<file path="src/design/ept_pkg.sv">
// Package: payload types, CORDIC constants and shared helpers for the pose transform.
package ept_pkg;

  localparam int NumIter = 16;
  localparam logic signed [15:0] AngMax = 16'sd25736;
  localparam logic signed [19:0] HalfPiQ16 = 20'sd102944;
  localparam logic signed [19:0] PiQ16 = 20'sd205887;
  localparam logic signed [33:0] GainQ30 = 34'sd652032874;

  typedef struct packed {
    logic signed [31:0] pos_x;
    logic signed [31:0] pos_y;
    logic signed [31:0] pos_z;
    logic signed [15:0] rx_angle;
    logic signed [15:0] ry_angle;
    logic signed [15:0] rz_angle;
  } ept_in_t;

  typedef struct packed {
    logic signed [15:0] r00;
    logic signed [15:0] r10;
    logic signed [15:0] r20;
    logic signed [15:0] r01;
    logic signed [15:0] r11;
    logic signed [15:0] r21;
    logic signed [15:0] r02;
    logic signed [15:0] r12;
    logic signed [15:0] r22;
    logic signed [31:0] tx;
    logic signed [31:0] ty;
    logic signed [31:0] tz;
  } ept_out_t;

  // One rotation in flight: x, y in Q.30, residual angle z in Q16.
  typedef struct packed {
    logic signed [33:0] x;
    logic signed [33:0] y;
    logic signed [19:0] z;
    logic               neg;
  } ept_rot_t;

  function automatic logic signed [19:0] atan_q16(input logic [3:0] i);
    case (i)
      4'd0: atan_q16 = 20'sd51472;
      4'd1: atan_q16 = 20'sd30386;
      4'd2: atan_q16 = 20'sd16055;
      4'd3: atan_q16 = 20'sd8150;
      4'd4: atan_q16 = 20'sd4091;
      4'd5: atan_q16 = 20'sd2047;
      4'd6: atan_q16 = 20'sd1024;
      4'd7: atan_q16 = 20'sd512;
      4'd8: atan_q16 = 20'sd256;
      4'd9: atan_q16 = 20'sd128;
      4'd10: atan_q16 = 20'sd64;
      4'd11: atan_q16 = 20'sd32;
      4'd12: atan_q16 = 20'sd16;
      4'd13: atan_q16 = 20'sd8;
      4'd14: atan_q16 = 20'sd4;
      default: atan_q16 = 20'sd2;
    endcase
  endfunction

  // Clamp to plus or minus one in Q1.14.
  function automatic logic signed [15:0] clamp_unit(input logic signed [47:0] v);
    if (v > 48'sd16384) clamp_unit = 16'sd16384;
    else if (v < -48'sd16384) clamp_unit = -16'sd16384;
    else clamp_unit = v[15:0];
  endfunction

  // Saturate, scale to Q16 and fold into the right half plane.
  function automatic ept_rot_t fold_angle(input logic signed [15:0] a);
    logic signed [15:0] s;
    logic signed [19:0] z;
    ept_rot_t r;
    s = a;
    if (a > AngMax) s = AngMax;
    if (a < -AngMax) s = -AngMax;
    z = {s[15], s, 3'b000};
    r.neg = 1'b0;
    if (z > HalfPiQ16) begin
      z = z - PiQ16;
      r.neg = 1'b1;
    end else if (z < -HalfPiQ16) begin
      z = z + PiQ16;
      r.neg = 1'b1;
    end
    r.x = GainQ30;
    r.y = '0;
    r.z = z;
    fold_angle = r;
  endfunction

endpackage

</file>
<file path="src/design/ept_cordic_cell.sv">
// One CORDIC cell: three micro-rotations of a fixed shift, registered.
module ept_cordic_cell (
  input  logic               clk,
  input  logic [3:0]         shift,
  input  ept_pkg::ept_rot_t  a_in,
  input  ept_pkg::ept_rot_t  b_in,
  input  ept_pkg::ept_rot_t  c_in,
  output ept_pkg::ept_rot_t  a_out,
  output ept_pkg::ept_rot_t  b_out,
  output ept_pkg::ept_rot_t  c_out
);
  import ept_pkg::*;

  ept_rot_t a_nxt, b_nxt, c_nxt;
  ept_rot_t a_r, b_r, c_r;

  function automatic ept_rot_t rotate(input ept_rot_t v, input logic [3:0] sh);
    ept_rot_t o;
    logic signed [33:0] xs, ys;
    xs = v.x >>> sh;
    ys = v.y >>> sh;
    o = v;
    if (!v.z[19]) begin
      o.x = v.x - ys;
      o.y = v.y + xs;
      o.z = v.z - atan_q16(sh);
    end else begin
      o.x = v.x + ys;
      o.y = v.y - xs;
      o.z = v.z + atan_q16(sh);
    end
    rotate = o;
  endfunction

  always_comb begin
    a_nxt = rotate(a_in, shift);
    b_nxt = rotate(b_in, shift);
    c_nxt = rotate(c_in, shift);
  end

  always_ff @(posedge clk) begin
    a_r <= a_nxt;
    b_r <= b_nxt;
    c_r <= c_nxt;
  end

  assign a_out = a_r;
  assign b_out = b_r;
  assign c_out = c_r;
endmodule

</file>
<file path="config.mk">
export PLATFORM = sky130hd
export DESIGN_NAME = ept_cordic_cell
export DESIGN_NICKNAME = d
export VERILOG_FILES = /design/src/design/ept_pkg.sv /design/src/design/ept_cordic_cell.sv
export SDC_FILE = /design/constraint.sdc
export NUM_CORES = 2
export LEC_CHECK = 0
export BUFFER_PORTS_ARGS = -buffer_cell sky130_fd_sc_hd__buf_2
export CAP_MARGIN = 25
export CORE_MARGIN = 3
export CORE_UTILIZATION = 60
export CTS_CLUSTER_DIAMETER = 200
export DETAILED_ROUTE_END_ITERATION = 7
export GPL_ROUTABILITY_DRIVEN = 0
export HOLD_SLACK_MARGIN = 0.06
export PLACE_DENSITY_LB_ADDON = 0.25
export SLEW_MARGIN = 25
export SYNTH_ARGS = -nofsm -noshare
export SYNTH_HDL_FRONTEND = slang
export SYNTH_SLANG_ARGS = --single-unit
</file>
<file path="constraint.sdc">
create_clock -name clk -period 18.3 [get_ports clk]
set_clock_uncertainty 0.05 [all_clocks]
set_input_delay 2.745 -clock clk [delete_from_list [all_inputs] [get_ports clk]]
set_output_delay 2.745 -clock clk [all_outputs]
set_load 0.03 [all_outputs]
</file>
==> results.sh <==
export IMPL_finalNonFillerCells=5228
export IMPL_fin_crit_ns=10.10
export IMPL_antenna_found_initial=21
export IMPL_finalSetupViolCount=0
export IMPL_grt_max_degree=117
export IMPL_hold_viol=0
export IMPL_cts_repair_resize_count=0
export IMPL_ratio_of_cells_with_drive_above_1_in_the_final_layout_pct=21.3
export IMPL_syn_instance_count=4042
export IMPL_placementRows=86
export IMPL_place_ws_ns=7.04
export IMPL_worstSetupEndpointType="flop"
export IMPL_post_synth_instance_area_um2=34000
export IMPL_critical_path_arrival_ns=10.53
export IMPL_fin_crit_sh_pct=55.2
export IMPL_tightest_slew_ns=1.04
export IMPL_dp_cell_count=5152
export IMPL_internal_power_mw=2.07
export IMPL_number_of_global_route_vias_before_repair=30600
export IMPL_cts_hold_fix_buffers=0
export IMPL_totalNegativeSetupSlack_ns=0
export IMPL_leakagePower_nw=16.6
export IMPL_net_switching_power_mw=1.84
export IMPL_timing_setup_critical_path_class="in -> reg"
export IMPL_htree_levels=1
export IMPL_dieWidth_um=244
export IMPL_setup_ws_ns=8.20
export IMPL_clock_fmax_mhz=99.0
export IMPL_clkSlewWorstSetupHoldPaths_ns=0.06
export IMPL_core_region_area_um2=55500
export IMPL_finish_net_count=4987
export IMPL_layout_commonest_cell="buf_2"
export IMPL_hold_path_class="in -> reg"
export IMPL_path_max_fanout=83
export IMPL_crit_required_ns=18.73
export IMPL_power_density_nw_per_um2=103
export IMPL_worst_ir_drop_vdd_v=0.000126
export IMPL_final_max_slew_viol_count=0
export IMPL_synthFlopType="dfxtp_1"
export IMPL_overall_fraction_of_global_route_tracks_in_use_pct=34.9
export IMPL_floorplan_die_area_um2=59500
export IMPL_clock_sinks=267
export IMPL_yosys_cell_types_count=103
export IMPL_drt_pass1_iterations=8
export IMPL_fp_dieH_um=244
export IMPL_sequentialPowerShare_pct=23.4
export IMPL_pwr_share_comb_pct=60.5
export IMPL_wl_per_cell_um=20.9
export IMPL_post_route_drc_count=0
export IMPL_io_buffer_count=538
export IMPL_grt_remaining_overflow=0
export IMPL_ys_ff_latch=267
export IMPL_cts_made_buffers=31
export IMPL_grt_pass1_wl_um=168000
export IMPL_postSynthNetCount=4592
export IMPL_ctsLongestPathBuffers=3
export IMPL_num_io_pins=539
export IMPL_clock_root_buffer="clkbuf_16"
export IMPL_postSynthAreaPerCell_um2=8.40
export IMPL_fillers=4603
export IMPL_power_switching_share_pct=47.1
export IMPL_average_via_count_per_standard_cell=6.45
export IMPL_hold_end="c_out[0]"
export IMPL_edff_count_synth=0
export IMPL_max_slew_margin_rel_pct=30.7
export IMPL_detailroute_via_count=33700
export IMPL_wirelength_um=109000
export IMPL_areaGrowthSynthToFinish_pct=11.5
export IMPL_run_status="completed"
export IMPL_cap_violations=0
export IMPL_initial_cell_density_of_the_core_pct=61.2
export IMPL_hold_path_startpoint="c_in[0]"
export IMPL_clkPwrFrac_pct=16.1
export IMPL_number_of_setup_buffers_added_after_cts=0
export IMPL_drt_iter0_markers=4257
export IMPL_tritoncts="done"
export IMPL_async_set_reset_flop_share_out_of_synthesis_pct=0
export IMPL_final_util_pct=68.2
export IMPL_yosys_warnings=0
export IMPL_dp_final_hpwl_um=85100
export IMPL_hold_path_depth=1
export IMPL_drt_antenna_violating_nets=0
export IMPL_commonest_cells_after_routing_fill_and_taps_aside="buf_2 (534), nand2_1 (432), a21oi_1 (369)"
export IMPL_sort_of_element_at_the_start_of_the_critical_path="primary input"
export IMPL_ys_seq_area_share_pct=15.7
export IMPL_grt_setup_unrepaired="no"
==> layout make-up <==
| cell class | instances | area, µm² | area share [%] |
|---|---|---|---|
| Tap cell | 748 | 936 | 2.47 |
| Clock buffer | 44 | 895 | 2.36 |
| Clock inverter | 14 | 164 | 0.433 |
| Sequential cell | 267 | 5350 | 14.1 |
| Antenna cell | 18 | 45.0 | 0.119 |
| Timing Repair Buffer | 562 | 2920 | 7.70 |
| Multi-Input combinational cell | 3475 | 27200 | 71.8 |
| Inverter | 100 | 380 | 1.00 |
==> state kept, by name, indices dropped and copies added (netlist names) <==
| register | cells |
|---|---|
| c_out | 89 |
| b_out | 89 |
| a_out | 89 |
==> cell families (layout without fill, tap and decap cells) <==
group / count (synthesis) / count (layout) / synth area share [%]
xor+xnor: 444 / 444 / 11.5
mux: 404 / 404 / 20.9
fa+ha+maj: 278 / 278 / 10.4
flops: 267 / 267 / 15.7
other cells: 0 / 18 / 0
compound gates: 1069 / 1069 / 19.7
simple gates: 1280 / 1280 / 17.6
buf+inv: 300 / 720 / 4.24
==> synthesized netlist by cell type (103+ instances only) <==
master	instances	area, µm²
a21oi_1	369	1850
xor2_1	153	1340
dfxtp_1	267	5350
nor2_1	354	1330
mux4_2	220	4950
mux2i_1	108	1080
o21ai_0	205	1030
xnor2_1	290	2540
a21o_1	104	781
nand2_1	432	1620
nor3_1	103	515
ha_1	269	3370
==> through the flow <==
step                total power [mW]  instance area [µm²]  hold slack (ns)
global route                    4.15                37800             2.16
CTS                             3.90                37800             2.15
global placement                3.23                36800             2.80
floorplan                       2.65                34000             2.72
detailed placement              3.25                36800             2.80
finish                          3.91                37900             2.19
==> power groups by stage <==
stage          Sequential (mW)  Clock (mW)  Combinational, mW
2_1_floorplan             1.46           0               1.19
3_3_place_gp             0.920           0               2.31
3_5_place_dp             0.922           0               2.32
4_1_cts                  0.916       0.643               2.34
5_1_grt                  0.937       0.669               2.54
6_report                 0.915       0.629               2.36
==> worst max path at each step <==
stage | startpoint | to | depth (start not counted)
6_report | shift[0] | c_out[88] | 26
2_1_floorplan | shift[3] | b_out[54] | 30
3_3_place_gp | shift[0] | c_out[88] | 26
5_1_grt | shift[0] | c_out[88] | 26
3_5_place_dp | shift[0] | c_out[88] | 26
4_1_cts | shift[0] | c_out[88] | 26
==> per-layer routing <==
layer | wire length [µm] | share of wire, % | track usage (%) | vias up
li1 | - | - | - | 15800
met1 | 43200 | 40 | 46.5 | 15700
met2 | 48700 | 45 | 55.6 | 1962
met3 | 12200 | 11 | 7.20 | 311
met4 | 5060 | 4.6 | 14.0 | 14
met5 | 94 | 0.086 | 0 | -
==> critical path: stages <==
cell      delay (ns)
buf_8           0.55
buf_6           0.65
buf_4           0.78
buf_6           0.64
mux4_2          0.63
nand2_1         0.09
nand2_1         0.11
a21oi_1         0.36
ha_1            0.23
o21ai_0         0.14
a211oi_1        0.31
and2_1          0.22
and3_1          0.24
nor2b_1         0.29
nor2_1          0.09
xnor2_1         0.16
ha_1            0.35
and4_1          0.23
a221oi_1        0.27
o21ai_0         0.17
nor3_1          0.16
a21oi_1         0.15
a21o_1          0.23
a21boi_0        0.32
o21ai_0         0.18
xor2_1          0.16
(Power assumes the default switching activity.)
